==> config.mk <==
export PLATFORM = sky130hd
export DESIGN_NAME = hsbd_front
export DESIGN_NICKNAME = d
export VERILOG_FILES = /design/src/hdl/half_scale_box_downsampler_defines.svh /design/src/hdl/hsbd_pkg.sv /design/src/hdl/hsbd_front.sv
export SDC_FILE = /design/constraint.sdc
export NUM_CORES = 1
export LEC_CHECK = 0
export BUFFER_PORTS_ARGS = -buffer_cell sky130_fd_sc_hd__clkbuf_2
export CAP_MARGIN = 0
export CORE_UTILIZATION = 37
export DETAILED_ROUTE_END_ITERATION = 6
export SYNTH_ARGS = -nofsm -noshare
export SYNTH_HDL_FRONTEND = slang
export SYNTH_SLANG_ARGS = --single-unit
export TNS_END_PERCENT = 10
==> constraint.sdc <==
create_clock -name clk -period 5.3 [get_ports clk]
set_input_delay 0.53 -clock clk [delete_from_list [all_inputs] [get_ports clk]]
set_output_delay 0.53 -clock clk [all_outputs]
set_load 0.02 [all_outputs]
==> src/hdl/half_scale_box_downsampler_defines.svh <==
// Assertion macros shared by the downsampler RTL.
// Define ASSERT_OFF to compile the checks out.
`ifndef HALF_SCALE_BOX_DOWNSAMPLER_DEFINES_SVH
`define HALF_SCALE_BOX_DOWNSAMPLER_DEFINES_SVH
`ifndef ASSERT_OFF
`define HSBD_ASSERT(label, clk, rst, prop, msg) \
  label: assert property (@(posedge clk) disable iff (rst) prop) else $error(msg);
`define HSBD_NEVER(label, clk, rst, cond, msg) \
  label: assert property (@(posedge clk) disable iff (rst) !(cond)) else $error(msg);
`else
`define HSBD_ASSERT(label, clk, rst, prop, msg)
`define HSBD_NEVER(label, clk, rst, cond, msg)
`endif
`endif

==> src/hdl/hsbd_pkg.sv <==
// Shared types, constants and the channel averaging function of the downsampler.
// No dependencies.
`default_nettype none
package hsbd_pkg;

  localparam int PIXEL_W      = 32;
  localparam int SRC_WIDTH_W  = 12;
  localparam int SRC_HEIGHT_W = 16;
  localparam int CFG_IDX_W    = 2;
  localparam int CFG_DATA_W   = 16;
  localparam int CMD_DEPTH    = 4;
  localparam int OUT_DEPTH    = 4;
  localparam int OUT_CNT_W    = $clog2(OUT_DEPTH + 1);

  localparam logic [PIXEL_W-1:0] HALF_MASK = 32'hfefe_fefe;

  localparam logic [CFG_IDX_W-1:0] REG_SRC_WIDTH  = 2'd0;
  localparam logic [CFG_IDX_W-1:0] REG_SRC_HEIGHT = 2'd1;
  localparam logic [CFG_IDX_W-1:0] REG_ROUND_UP   = 2'd2;

  typedef enum logic [1:0] {
    CMD_STORE,
    CMD_ROW,
    CMD_SELF
  } cmd_op_t;

  typedef struct packed {
    cmd_op_t              op;
    logic                 frame_end;
    logic [PIXEL_W-1:0]   pixel;
  } cmd_t;

  function automatic logic [PIXEL_W-1:0] half_sum(input logic [PIXEL_W-1:0] a,
                                                  input logic [PIXEL_W-1:0] b);
    half_sum = ((a & HALF_MASK) >> 1) + ((b & HALF_MASK) >> 1);
  endfunction

endpackage
`default_nettype wire

==> src/hdl/hsbd_front.sv <==
// Front end: configuration registers, pixel position tracking, horizontal
// pairing and classification into line store and output commands. Uses hsbd_pkg.
`default_nettype none
module hsbd_front #(
  parameter int MAX_WIDTH = 2048,
  parameter int ADDR_W    = 10
) (
  input  wire logic                                clk,
  input  wire logic                                rst,
  input  wire logic                                cfg_we,
  input  wire logic [hsbd_pkg::CFG_IDX_W-1:0]      cfg_index,
  input  wire logic [hsbd_pkg::CFG_DATA_W-1:0]     cfg_data,
  input  wire logic                                in_accept,
  input  wire logic [hsbd_pkg::PIXEL_W-1:0]        pixel_in,
  output logic                                     cmd_push,
  output hsbd_pkg::cmd_t                           cmd,
  output logic      [ADDR_W-1:0]                   cmd_addr
);
  import hsbd_pkg::*;

  localparam int CW   = (MAX_WIDTH > 2) ? $clog2(MAX_WIDTH) : 1;
  localparam int WW   = $clog2(MAX_WIDTH + 1);
  localparam int XW   = ((WW > SRC_WIDTH_W) ? WW : SRC_WIDTH_W) + 1;
  localparam int HW   = SRC_HEIGHT_W + 1;

  logic [SRC_WIDTH_W-1:0]  src_width;
  logic [SRC_HEIGHT_W-1:0] src_height;
  logic                    round_up;
  logic [PIXEL_W-1:0]      held_pixel;
  logic [CW-1:0]           column_count;
  logic [SRC_HEIGHT_W-1:0] row_count;

  logic [XW-1:0]           w_raw;
  logic [XW-1:0]           w_eff;
  logic [XW-1:0]           c_x;
  logic [HW-1:0]           h_eff;
  logic [HW-1:0]           r_x;
  logic                    last_col;
  logic                    last_row;
  logic                    col_keep;
  logic                    row_keep;
  logic                    final_col;
  logic                    final_row;
  logic                    have_h;
  logic [PIXEL_W-1:0]      hval;
  logic                    go;
  cmd_op_t                 op;

  always_ff @(posedge clk) begin
    if (rst) begin
      src_width  <= SRC_WIDTH_W'(2);
      src_height <= SRC_HEIGHT_W'(2);
      round_up   <= 1'b0;
    end else if (cfg_we) begin
      unique case (cfg_index)
        REG_SRC_WIDTH:  src_width  <= cfg_data[SRC_WIDTH_W-1:0];
        REG_SRC_HEIGHT: src_height <= cfg_data[SRC_HEIGHT_W-1:0];
        REG_ROUND_UP:   round_up   <= cfg_data[0];
        default: ;
      endcase
    end
  end

  always_comb begin
    w_raw = XW'(src_width);
    if (w_raw == '0) begin
      w_eff = XW'(1);
    end else if (w_raw > XW'(MAX_WIDTH)) begin
      w_eff = XW'(MAX_WIDTH);
    end else begin
      w_eff = w_raw;
    end
    h_eff = (src_height == '0) ? HW'(1) : HW'(src_height);
    c_x   = XW'(column_count);
    r_x   = HW'(row_count);

    last_col  = (c_x >= w_eff - 1'b1);
    last_row  = (r_x >= h_eff - 1'b1);
    col_keep  = round_up || (w_eff == XW'(1));
    row_keep  = round_up || (h_eff == HW'(1));
    final_col = last_col || ((c_x + XW'(2) >= w_eff) && !col_keep);
    final_row = last_row || ((r_x + HW'(2) >= h_eff) && !row_keep);

    if (!column_count[0]) begin
      have_h = last_col && col_keep;
      hval   = pixel_in;
    end else begin
      have_h = 1'b1;
      hval   = half_sum(held_pixel, pixel_in);
    end

    go = 1'b0;
    op = CMD_STORE;
    if (have_h) begin
      if (!row_count[0]) begin
        if (last_row) begin
          go = row_keep;
          op = CMD_SELF;
        end else begin
          go = 1'b1;
          op = CMD_STORE;
        end
      end else begin
        go = 1'b1;
        op = CMD_ROW;
      end
    end
  end

  assign cmd_push      = in_accept && go;
  assign cmd.op        = op;
  assign cmd.frame_end = final_col && final_row;
  assign cmd.pixel     = hval;
  assign cmd_addr      = ADDR_W'(column_count >> 1);

  always_ff @(posedge clk) begin
    if (rst) begin
      held_pixel   <= '0;
      column_count <= '0;
      row_count    <= '0;
    end else if (in_accept) begin
      if (!column_count[0] && !last_col) begin
        held_pixel <= pixel_in;
      end
      if (last_col) begin
        column_count <= '0;
        row_count    <= last_row ? '0 : row_count + 1'b1;
      end else begin
        column_count <= column_count + 1'b1;
      end
    end
  end

endmodule
`default_nettype wire

==> key figures <==
Outcome
  • Status: finished, final reports clean

Yosys
  • FFs w/ async S/R, synth: 0%
  • Synth area leader: dfxtp_1
  • Yosys top cell area share: 24.1%
  • Syn Inst Count: 877
  • Syn Nets: 1027
  • Ys flop type: dfxtp_1
  • Yosys warning count: 0
  • Number of flops mapped to enable cells by yosys: 0
  • Distinct cells, synth: 65
  • Syn Area/Cell: 7.97 um^2
  • Yosys reg bits: 84
  • Post-synthesis sequential area ratio: 24.1%
  • Post-synthesis cell area: 6990 um^2
  • Synth area leaders: dfxtp_1 (24%), ha_1 (16%), nand2_1 (5.7%)

Global routing
  • Largest net degree at the start of global routing: 51
  • GRT Residual Overflow: 0
  • Initial antenna violation count: 0
  • Global-route wire length before repair: 29400 um
  • GRT Util Overall: 18.7%
  • Vias in the first global route: 5885

Setup path
  • Critical path arrival: 4.39 ns
  • Crit-path cells: nor4_2, nand2_1, nor4_4, a21o_1, inv_1, ha_1, and2_1, nand2_1, nor3_1, xnor2_1, ha_1, a211oi_1, nor2_1, nor3_1, o21ai_0, o21ai_2, nor2_1, a211oi_1, clkbuf_2
  • Startpoint types: flop
  • Crit path launch: src_height[8]$_SDFFE_PP0P_
  • CP Capture Type: primary output
  • CP endpoint: cmd_push
  • Critical path class: flop to primary output
  • R2r worst-path depth: 17
  • Critical Path Fanout Max: 7
  • CP max stage delay: 0.39 ns
  • CP required: 4.77 ns
  • RR Startpoint: src_width[6]$_SDFFE_PP0P_
  • Flop2flop setup slack: 0.95 ns
  • Reg2Reg Capture Point: held_pixel[23]$_SDFFE_PP0P_
  • Slowest CP cell: dfxtp_1

Floorplan
  • Core box area: 18200 um^2
  • Die height: 139 um
  • Die area: 19400 um^2
  • Starting density of the core: 38.4%
  • Top-level I/O count: 100
  • Row count: 49
  • Die extent in x: 139 um

CTS
  • H-tree depth: 3
  • CTS buffer count: 9
  • Clock transition at path regs: 0.07 ns
  • Clock buffer depth: 2
  • Worst-skew pair later-pin latency: 0.36 ns
  • CTS tree: done
  • Hold-fix buffers, CTS: 0
  • Post_cts resized: 0
  • Clock root cell: clkbuf_16
  • CTS Sinks: 84
  • Postcts setup bufs: 0

STA
  • Clock skew: 0.0121 ns
  • Max Fclk: 0.203 GHz
  • RSZ-0062 raised after global routing: false
  • Max-slew headroom: 50.7%
  • Final hold viol count: 0
  • Slew @ Worst Pin: 0.740 ns
  • Final setup violation count: 0
  • Post-layout min period: 4.92 ns
  • Final Max Tran Viols: 0
  • TNS Setup: 0 ns
  • Final cycle utilization of the critical path: 92.8%
  • WHS: 0.393 ns

Power
  • Combinational share of power: 34.6%
  • Max VDD drop: 0.000152 V
  • Psw: 760 uW
  • Clock network fraction of total power: 30.7%
  • PwrDens: 264 nW/um^2
  • Int Power: 1320 uW
  • Pleak: 0.00349 uW
  • Sequential share of power: 34.8%
  • Sw Ratio: 36.6%

Route
  • Number of routed nets with antenna violations: 0
  • DRC: 0
  • Post-Route WL: 17500 um
  • Via count: 6100
  • DR iter-0 viols: 241
  • First-pass DRT Iterations: 5
  • Drt wl/cell: 14.8 um
  • Vias/cell: 5.17

Place
  • Port-buffer cells: 99
  • Gpl congestion: 0.860
  • HPWL after DPL: 13500 um

Final layout
  • ANT cells: 0
  • Share of layout cells above drive strength 1: 16.8%
  • Nets: 1097
  • Layout area overhead: 12.7%

Run
  • Max Cap Viol: 0

Min path
  • Hold/Removal Path Class: input pin to flop
-- power groups by stage --
stage                     Clock (uW)  Sequential (uW)  Combinational (uW)
final                            637              722                 718
after floorplan                    0              710                 559
after detailed placement           0              736                 717
after CTS                        657              722                 723
after global routing             680              729                 802
after global placement             0              735                 714
-- critical path, delay by kind of cell (launching register included) --
kind	cells	cell delay, ns
AOI/OAI and AO/OA	5	1.19
xor gates and xnor gates	1	0.14
adders and majority gates	2	0.49
buffers and inverters	2	0.30
DFF	1	0.39
and+or+nand+nor	9	1.53
-- layout make-up --
type | instances | area [um^2]
clock inverter | 6 | 53.8
sequential | 84 | 1680
multi-input combinational | 692 | 4860
fill | 1844 | 10300
timing repair buffer | 106 | 546
tap | 229 | 287
inverter | 54 | 203
clock buffer | 10 | 239
-- cells in the final DEF, fill, tap and decap left out, types with 7 or more instances in the layout --
cell,Yosys,final
a21oi_1,76,76
dfxtp_1,84,83
nand3_1,34,34
clkbuf_16,0,9
a31oi_1,11,11
o21ai_0,24,24
nor4_1,10,9
nand2_1,106,106
mux2_2,20,20
nand4_1,11,11
inv_1,54,54
nor2_1,88,88
xnor2_1,43,43
clkbuf_2,0,99
xor2_1,22,22
ha_1,92,92
nor3_1,12,12
or3_1,7,7
a21o_1,14,14
o21bai_1,15,15
mux2i_1,29,29
-- flip-flops by register name (all words and copies together), names as in the netlist --
| signal | cells |
|---|---|
| src_width | 12 |
| held_pixel | 28 |
| round_up | 1 |
| column_count | 11 |
| src_height | 16 |
| row_count | 16 |
-- layer usage --
layer	track usage [%]	up-vias	routed length, um
met3	4.03	10	907
met1	25.0	2759	8580
met4	4.85	0	174
met2	30.4	133	7810
li1	-	3198	-
met5	0	-	0
-- cell families after synthesis --
group	after synthesis	synth area share, %
adders and majority gates	96	17.6
muxes	49	7.38
DFF	84	24.1
xor gates and xnor gates	65	8.15
AOI/OAI and AO/OA	177	15.5
buffers and inverters	101	6.48
and+or+nand+nor	305	20.8
-- worst min path at each step --
stage | slack (ns) | start | end | cells past startpoint
6_report | 0.39 | cfg_data[14] | src_height[14]$_SDFFE_PP0P_ | 3
5_1_grt | 0.40 | cfg_data[12] | src_height[12]$_SDFFE_PP0P_ | 3
4_1_cts | 0.39 | cfg_data[14] | src_height[14]$_SDFFE_PP0P_ | 3
3_5_place_dp | 0.45 | src_height[12]$_SDFFE_PP0P_ | src_height[12]$_SDFFE_PP0P_ | 2
3_3_place_gp | 0.45 | src_height[12]$_SDFFE_PP0P_ | src_height[12]$_SDFFE_PP0P_ | 2
2_1_floorplan | 0.44 | src_height[12]$_SDFFE_PP0P_ | src_height[12]$_SDFFE_PP0P_ | 2
-- cell usage after synthesis (5+ instances only) --
master	n
inv_1	54
nand3b_1	5
a211oi_1	5
buf_4	13
or3_1	7
o21bai_1	15
xor2_1	22
xnor2_1	43
a21oi_1	76
buf_2	5
nand4_1	11
a31oi_1	11
mux2i_1	29
o21ai_0	24
clkbuf_1	27
nand3_1	34
dfxtp_1	84
nor4_1	10
nand2_1	106
mux2_2	20
nor2_1	88
and3_1	6
nor3_1	12
ha_1	92
a21o_1	14
-- stage by stage --
step | instances | cell area [um^2] | utilization (%) | worst slack (ns) | power (uW)
after floorplan | 877 | 6990 | - | 1.08 | 1270
after global placement | 1164 | 7570 | 41.6 | 0.775 | 1450
after detailed placement | 1164 | 7570 | 41.6 | 0.671 | 1450
after CTS | 1180 | 7860 | 43.2 | 0.267 | 2100
after global routing | 1181 | 7870 | 43.2 | 0.0576 | 2210
final | 1181 | 7870 | 43.2 | 0.384 | 2080
Note: power is estimated with default switching activity, not from simulation.
