### src/hdl/half_scale_box_downsampler_defines.svh
// Assertion macros shared by the downsampler RTL.
// Define ASSERT_OFF to compile the checks out.
`ifndef HALF_SCALE_BOX_DOWNSAMPLER_DEFINES_SVH
`define HALF_SCALE_BOX_DOWNSAMPLER_DEFINES_SVH
`ifndef ASSERT_OFF
`define HSBD_ASSERT(label, clk, rst, prop, msg) \
  label: assert property (@(posedge clk) disable iff (rst) prop) else $error(msg);
`define HSBD_NEVER(label, clk, rst, cond, msg) \
  label: assert property (@(posedge clk) disable iff (rst) !(cond)) else $error(msg);
`else
`define HSBD_ASSERT(label, clk, rst, prop, msg)
`define HSBD_NEVER(label, clk, rst, cond, msg)
`endif
`endif

### src/hdl/hsbd_fifo.sv
// Small show-ahead queue with occupancy count.
// Uses the assertion macros header.
`default_nettype none
`include "half_scale_box_downsampler_defines.svh"
module hsbd_fifo #(
  parameter int WIDTH = 8,
  parameter int DEPTH = 4,
  parameter int CNT_W = $clog2(DEPTH + 1)
) (
  input  wire logic             clk,
  input  wire logic             rst,
  input  wire logic             push,
  input  wire logic [WIDTH-1:0] wr_data,
  input  wire logic             pop,
  output logic      [WIDTH-1:0] rd_data,
  output logic                  full,
  output logic                  empty,
  output logic      [CNT_W-1:0] count
);

  localparam int PW = (DEPTH > 1) ? $clog2(DEPTH) : 1;

  logic [WIDTH-1:0] mem [DEPTH];
  logic [PW-1:0]    wr_ptr;
  logic [PW-1:0]    rd_ptr;
  logic             do_push;
  logic             do_pop;

  assign full    = (count == CNT_W'(DEPTH));
  assign empty   = (count == '0);
  assign do_push = push && !full;
  assign do_pop  = pop && !empty;
  assign rd_data = mem[rd_ptr];

  always_ff @(posedge clk) begin
    if (do_push) begin
      mem[wr_ptr] <= wr_data;
    end
  end

  always_ff @(posedge clk) begin
    if (rst) begin
      wr_ptr <= '0;
      rd_ptr <= '0;
      count  <= '0;
    end else begin
      if (do_push) begin
        wr_ptr <= (wr_ptr == PW'(DEPTH - 1)) ? '0 : wr_ptr + 1'b1;
      end
      if (do_pop) begin
        rd_ptr <= (rd_ptr == PW'(DEPTH - 1)) ? '0 : rd_ptr + 1'b1;
      end
      case ({do_push, do_pop})
        2'b10:   count <= count + 1'b1;
        2'b01:   count <= count - 1'b1;
        default: count <= count;
      endcase
    end
  end

  `HSBD_NEVER(a_no_overflow, clk, rst, push && full, "word pushed into full queue")
  `HSBD_ASSERT(a_count_up, clk, rst, (do_push && !do_pop) |=> (count == $past(count) + 1'b1), "queue count did not advance")
  `HSBD_ASSERT(a_count_down, clk, rst, (do_pop && !do_push) |=> (count == $past(count) - 1'b1), "queue count did not drop")

endmodule
`default_nettype wire

### config.mk
export PLATFORM = sky130hd
export DESIGN_NAME = hsbd_fifo
export DESIGN_NICKNAME = d
export VERILOG_FILES = /design/src/hdl/hsbd_fifo.sv
export VERILOG_INCLUDE_DIRS = /design/src /design/src/hdl
export SDC_FILE = /design/constraint.sdc
export NUM_CORES = 1
export LEC_CHECK = 0
export BUFFER_PORTS_ARGS = -buffer_cell sky130_fd_sc_hd__buf_2
export CORE_UTILIZATION = 30
export CTS_CLUSTER_DIAMETER = 150
export DETAILED_ROUTE_END_ITERATION = 7
export SYNTH_ARGS = -nofsm -noshare
export SYNTH_HDL_FRONTEND = slang
export SYNTH_SLANG_ARGS = --single-unit
### constraint.sdc
create_clock -name clk -period 2.2 [get_ports clk]
set_input_delay 0.11 -clock clk [delete_from_list [all_inputs] [get_ports clk]]
set_output_delay 0.11 -clock clk [all_outputs]
set_load 0.05 [all_outputs]
==> results.ini, run 1 <==
[outcome]
outcome = finished, final reports clean

[worst_setup_path]
cp.arrival_ns = 2.40
timing.critical_path.max_delay_family = simple AND/OR/NAND/NOR gates
timing.critical_path.fanout_max = 4
critPathLaunch = count[0]
r2r-end = count[2]
endpoint_kind = flip-flop
worst-path-stages = 9
crit-reg2reg-launch = count[0]
cp_data_required_time_ns = 2.43
timing.reg2reg.worst_path_depth = 9
worstSetupStartpointType = flip-flop
worst_setup_path_endpoint = count[2]
critPathBufInv = 2
timing.critical_path.cells = or3b_4, and2_4, inv_4, ha_4, inv_2, fa_2, xor2_2, or3_4, a21oi_2
reg2reg_setup_slack_ns = 0.02
criticalPathCategory = reg -> reg
max_stage_delay_ns = 0.39
critPathSlowestCell = or3b_4

[placed_design]
place.detailed.hpwl_um = 1970
finalWeightedCongestion = 0.671
postPlaceCellArea_um2 = 1870
placement.io_buffers = 24

[finish]
fillCellCount = 513
synthToLayoutAreaGrowth_pct = 21.8
fin_area_um2 = 2010
final_core_util_pct = 38.6
n_antenna_cell = 0
final_layout_size_suffix_gt1_share_pct = 46.2
regArea_um2 = 1150
nets = 148
multiInputGateArea_um2 = 485

[pwr]
power_total_w = 0.00248
power_density_nw_per_um2 = 1240
peakVddDrop_v = 0.000781
power_leakage_nw = 0.753

[drt]
vias = 928
routed-wl-met3_um = 198
maxUsedRoutingLayer = met4
remaining_drc_errors = 0
wl_per_cell_um = 14.7
route.met2.wl_um = 1490
drt_pre_antenna_iters = 4
routed_wl_um = 2940
ant_nets = 0
m1WireLength_um = 1190
post_drt_via_cell_ratio = 4.64
drtIter0Drc = 48

[timing]
fmax_mhz = 459
worst-slew-pin-transition_ns = 0.561
setup_viol_count_final = 0
slew_headroom_pct = 62.6
hold-worst-slack_ns = 0.0335
final.period_utilization_pct = 99.0
layout_min_cycle_time_ns = 2.18
timing.clock.skew_ns = 0.00758
setup_tns_ns = 0
maxSlewViolCount = 0
timing.final.hold_violations = 0

[logic_synthesis]
netlist-cell-type-count = 27
syn_avg_cell_area_um2 = 17.2
post_synth_fa_ha_maj_area_fraction_pct = 5.77
ys_ff_latch = 41
yosys.area_share.xor_xnor_pct = 1.06
combinational_family_with_the_most_area_after_synthesis = multiplexers
syn-instance-count = 96
synth.net_count = 115
synth_area_in_compound_gates_pct = 3.19
yosys.area_share.simple_pct = 5.92
netlist_area_um2 = 1650
synthMuxAreaShare_pct = 11.5
synthesis.yosys.warnings = 0
ys_seq_area_share_pct = 69.2

[clock_network]
cts.htree.levels = 2
max-clock-path-buffers = 2
cts_root_buf = clkbuf_8
clk-insertion-delay-late_ns = 0.29
cts_tree = done
numClockSinks = 41
clk_transition_reported_paths_ns = 0.08
tritoncts.num_buffers = 5

[die]
die-height_um = 76.1
core_area_um2 = 5200
boundaryPins = 25
floorplan.die_area_um2 = 5790
fp.dieW_um = 76.1
placement_rows = 26
start_util_pct = 31.7

[grt]
groute.usage.overall_pct = 10.5
global_route_wire_length_before_repair_um = 4510
vias_in_the_first_global_route = 919
gr-total-overflow = 0
pin_count_of_the_biggest_net_entering_global_routing = 14
grt_antenna_before_repair = 0

[run]
maximum_capacitance_violations = 0

[worst_hold_path]
min-delay-path-class = in -> reg

==> logic make-up (layout without fill, tap and decap cells) <==
family          count (synthesis)  after routing
fa+ha+maj                       7              7
buf+inv                        12             46
compound gates                  8              8
flops                          41             41
mux                             9              9
xor+xnor                        2              2
simple gates                   17             17
==> layout by cell type (no fill, tap or decap), types with 2 or more instances in the layout <==
cell / synthesis / layout
a21oi_1: 4 / 3
and3_1: 2 / 2
and3_2: 2 / 2
buf_2: 1 / 24
buf_4: 0 / 6
clkbuf_8: 0 / 5
dfxtp_1: 9 / 6
dfxtp_4: 0 / 2
edfxtp_1: 32 / 32
ha_1: 6 / 5
inv_1: 8 / 6
mux4_2: 8 / 8
nand3_1: 2 / 2
nor2_1: 4 / 4
nor3_1: 2 / 2
==> stage by stage <==
stage | worst slack [ns] | cells
global route | -0.0291 | 200
global placement | 0.0908 | 188
floorplan | -0.0884 | 96
CTS | 0.00655 | 196
finish | 0.0229 | 200
detailed placement | 0.0303 | 188
==> timing repair <==
item	4_1_cts	5_1_grt
resized for setup	0	4
hold buffers	0	0
setup endpoints to repair	0	1
setup buffers	0	4
==> worst min-delay path by stage <==
stage	from	endpoint	slack, ns	depth (start not counted)
5_1_grt	wr_data[2]	mem[3][2]	0.02	1
4_1_cts	wr_data[5]	mem[1][5]	0.02	1
3_3_place_gp	wr_data[4]	mem[0][4]	0.32	1
2_1_floorplan	wr_data[0]	mem[0][0]	0.21	0
3_5_place_dp	wr_data[3]	mem[2][3]	0.33	1
6_report	wr_data[5]	mem[1][5]	0.03	1
==> where the power goes <==
part / internal, W / switching [W]
clock network: 0.000219 / 0.000252
logic: 0.000346 / 0.000618
registers: 0.000951 / 0.0000921
total: 0.00152 / 0.000963
==> Yosys cell counts <==
cell / count / area share [%]
nand2_1: 1 / 0.23
mux2i_1: 1 / 0.61
o21ai_0: 1 / 0.30
or3_2: 1 / 0.46
a21oi_1: 4 / 1.2
nor2_1: 4 / 0.91
buf_2: 1 / 0.30
and3_1: 2 / 0.76
ha_1: 6 / 4.6
edfxtp_1: 32 / 58
and2_4: 1 / 0.53
clkbuf_1: 1 / 0.23
buf_1: 1 / 0.23
a21o_1: 1 / 0.46
fa_1: 1 / 1.2
o31ai_2: 1 / 0.76
buf_6: 1 / 0.68
o31ai_1: 1 / 0.46
or3_1: 1 / 0.38
or3b_1: 1 / 0.53
and3_2: 2 / 0.91
nor3_1: 2 / 0.61
inv_1: 8 / 1.8
nand3_1: 2 / 0.61
dfxtp_1: 9 / 11
mux4_2: 8 / 11
xor2_1: 2 / 1.1
==> area by class of cell <==
| cell class | count | share of cell area [%] |
|---|---|---|
| clock buffer | 5 | 3.43 |
| inverter | 8 | 1.62 |
| multi-input combinational | 43 | 24.2 |
| sequential | 41 | 57.3 |
| timing repair buffer | 30 | 8.23 |
| clock inverter | 3 | 0.873 |
| tap | 70 | 4.36 |
==> worst register-to-register path: stages, from the launching register on <==
cell     delay, ns
dfxtp_4       0.36
or3b_4        0.39
and2_4        0.16
inv_4         0.05
ha_4          0.12
inv_2         0.04
fa_2          0.35
xor2_2        0.19
or3_4         0.33
a21oi_2       0.12
==> state kept, by name (all words and copies together), names as in the netlist, named ones only <==
signal / cells
wr_ptr: 2
mem: 32
rd_ptr: 2
count: 3
==> layer usage <==
| metal | vias up | track usage (%) |
|---|---|---|
| met5 | - | 0 |
| met4 | 0 | 5.19 |
| met3 | 10 | 4.55 |
| met2 | 35 | 18.1 |
| met1 | 455 | 11.0 |
| li1 | 428 | - |
Note: power is estimated with default switching activity, not from simulation.
==> run 2: changes to the inputs <==
Clock period 2.2 ns to 2.42 ns, I/O delays scaled along.
==> results.ini, run 2 (same netlist as run 1, synthesis figures left out) <==
[timing]
maxSlewViolCount = 0  ; unchanged
setup_viol_count_final = 0  ; unchanged
slew_headroom_pct = 61.7  ; was 62.6%
timing.clock.skew_ns = 0.00546  ; was 0.00758 ns
timing.final.ws_setup_ns = 0.105  ; was 0.0229 ns
unrepaired_setup_endpoints_after_global_routing = no
final.period_utilization_pct = 95.7  ; was 99.0%
setup_tns_ns = 0  ; unchanged
worst-slew-pin-transition_ns = 0.574  ; was 0.561 ns
layout_min_cycle_time_ns = 2.32  ; was 2.18 ns
fmax_mhz = 432  ; was 459 MHz
hold-worst-slack_ns = 0.0510  ; was 0.0335 ns
timing.final.hold_violations = 0  ; unchanged

[die]
floorplan.die_area_um2 = 5790  ; unchanged
boundaryPins = 25  ; unchanged
placement_rows = 26  ; unchanged
fp.dieW_um = 76.1  ; unchanged
start_util_pct = 31.7  ; unchanged
die-height_um = 76.1  ; unchanged
core_area_um2 = 5200  ; unchanged

[worst_setup_path]
timing.reg2reg.worst_path_depth = 9  ; unchanged
cp_data_required_time_ns = 2.64  ; was 2.43 ns
reg2reg_setup_slack_ns = 0.10  ; was 0.02 ns
worstSetupStartpointType = flip-flop  ; unchanged
crit-reg2reg-launch = count[0]  ; unchanged
r2r-end = count[2]  ; unchanged
timing.critical_path.fanout_max = 6  ; was 4
cp.arrival_ns = 2.53  ; was 2.40 ns
max_stage_delay_ns = 0.42  ; was 0.39 ns
endpoint_kind = flip-flop  ; unchanged
critPathSlowestCell = or3_2  ; was or3b_4
criticalPathCategory = reg -> reg  ; unchanged
critPathLaunch = count[0]  ; unchanged
timing.critical_path.cells = or3b_4, and2_4, inv_2, ha_4, inv_1, fa_2, xor2_1, or3_2, a21oi_1  ; was or3b_4, and2_4, inv_4, ha_4, inv_2, fa_2, xor2_2, or3_4, a21oi_2

[outcome]
outcome = finished, final reports clean  ; unchanged

[placed_design]
finalWeightedCongestion = 0.738  ; was 0.671
detailedPlace.worstSlack_ns = 0.0663  ; was 0.0303 ns
place.detailed.hpwl_um = 2020  ; was 1970 um
postPlaceCellArea_um2 = 1860  ; was 1870 um2
placement.io_buffers = 24  ; unchanged

[grt]
global_route_wire_length_before_repair_um = 4750  ; was 4510 um
grt_antenna_before_repair = 0  ; unchanged
gr-usage-met2_pct = 18.4  ; was 18.1%
pin_count_of_the_biggest_net_entering_global_routing = 13  ; was 14
grt.busiest_layer = met2  ; unchanged
grt_util_met3_pct = 3.95  ; was 4.55%
groute.usage.overall_pct = 11.0  ; was 10.5%
gr-usage-met1_pct = 12.9  ; was 11.0%
gr-total-overflow = 0  ; unchanged
vias_in_the_first_global_route = 964  ; was 919

[clock_network]
max-clock-path-buffers = 2  ; unchanged
cts_tree = done  ; unchanged
cts_resized = 0  ; unchanged
cts_hold_buf = 0  ; unchanged
cts_root_buf = clkbuf_8  ; unchanged
tritoncts.num_buffers = 5  ; unchanged
cts_post_setup_buffers_inserted = 0  ; unchanged
cts.htree.levels = 2  ; unchanged
clk_transition_reported_paths_ns = 0.07  ; was 0.08 ns
numClockSinks = 41  ; unchanged
clk-insertion-delay-late_ns = 0.28  ; was 0.29 ns

[finish]
biggestRegsByFlops = mem (32), count (3)  ; unchanged
n_antenna_cell = 0  ; unchanged
regArea_um2 = 1150  ; unchanged
most-common-layout-cells = edfxtp_1, buf_2, mux4_2, inv_1, dfxtp_1  ; was edfxtp_1, buf_2, mux4_2
multiInputGateArea_um2 = 470  ; was 485 um2
regMostFlops = mem  ; unchanged
synthToLayoutAreaGrowth_pct = 20.0  ; was 21.8%
fillCellCount = 504  ; was 513
fin_area_um2 = 1980  ; was 2010 um2
nets = 144  ; was 148
layout.cells.most_common = edfxtp_1  ; unchanged
final_layout_size_suffix_gt1_share_pct = 42.4  ; was 46.2%
largest_register_ffs = 32  ; unchanged

[pwr]
peakVddDrop_v = 0.000722  ; was 0.000781 V
p_int_w = 0.00144  ; was 0.00152 W
power_leakage_nw = 0.738  ; was 0.753 nW
power_frac_comb_pct = 36.2  ; was 38.9%
power_density_nw_per_um2 = 1160  ; was 1240 nW/um2
pwr-share-clk_pct = 22.3  ; was 19.0%
netSwitchingPower_w = 0.000847  ; was 0.000963 W
switching_share_pct = 37.0  ; was 38.8%
seq_power_share_pct = 41.5  ; was 42.1%

[drt]
drt_pre_antenna_iters = 3  ; was 4
remaining_drc_errors = 0  ; unchanged
vias = 892  ; was 928
ant_nets = 0  ; unchanged
routed_wl_um = 2920  ; was 2940 um
post_drt_via_cell_ratio = 4.57  ; was 4.64
wl_per_cell_um = 15.0  ; was 14.7 um
drtIter0Drc = 37  ; was 48

[worst_hold_path]
min-delay-path-class = in -> reg  ; unchanged
min-delay-start = wr_data[6]  ; was wr_data[5]
hold_end = mem[2][6]  ; was mem[1][5]
whs_path_depth = 1  ; unchanged

[run]
maximum_capacitance_violations = 0  ; unchanged

run 2: layout make-up:
| class | instances | share of cell area [%] |
|---|---|---|
| Sequential cell | 41 | 58.2 |
| Multi-Input combinational cell | 43 | 23.8 |
| Timing Repair Buffer | 26 | 6.84 |
| Tap cell | 70 | 4.43 |
| Clock buffer | 5 | 3.48 |
| Clock inverter | 2 | 1.77 |
| Inverter | 8 | 1.52 |
run 2: worst max path at each step:
stage / to / cells past startpoint
after floorplan: count[2] / 10
after global placement: count[2] / 9
after detailed placement: count[2] / 9
after CTS: count[2] / 9
after global routing: count[2] / 9
final: count[2] / 9
run 2: worst max-delay path: cells and delay by family, from the launching register on:
family          cells  cell delay (ns)
xor+xnor            1             0.16
flops               1             0.37
fa+ha+maj           2             0.47
compound gates      1             0.14
buf+inv             2             0.11
simple gates        3             0.98
run 2: layer usage:
layer | routed length, um | share of wire (%)
met1 | 1210 | 42
met2 | 1490 | 51
met3 | 165 | 5.7
met4 | 45 | 1.5
met5 | 0 | 0
run 2: metrics by stage:
step           std cells  utilization [%]  total power (W)
2_1_floorplan         96                -          0.00158
3_3_place_gp         188             35.7          0.00173
3_5_place_dp         188             35.7          0.00177
4_1_cts              195             37.7          0.00229
5_1_grt              195             38.0          0.00240
6_report             195             38.0          0.00229
run 2: power by group through the flow:
| stage | Sequential [W] | Clock [W] | Combinational, W |
|---|---|---|---|
| final | 0.000950 | 0.000511 | 0.000828 |
| after global routing | 0.000973 | 0.000551 | 0.000876 |
| after CTS | 0.000955 | 0.000523 | 0.000812 |
| after detailed placement | 0.000971 | 0 | 0.000802 |
| after global placement | 0.000958 | 0 | 0.000772 |
| after floorplan | 0.000991 | 0 | 0.000590 |
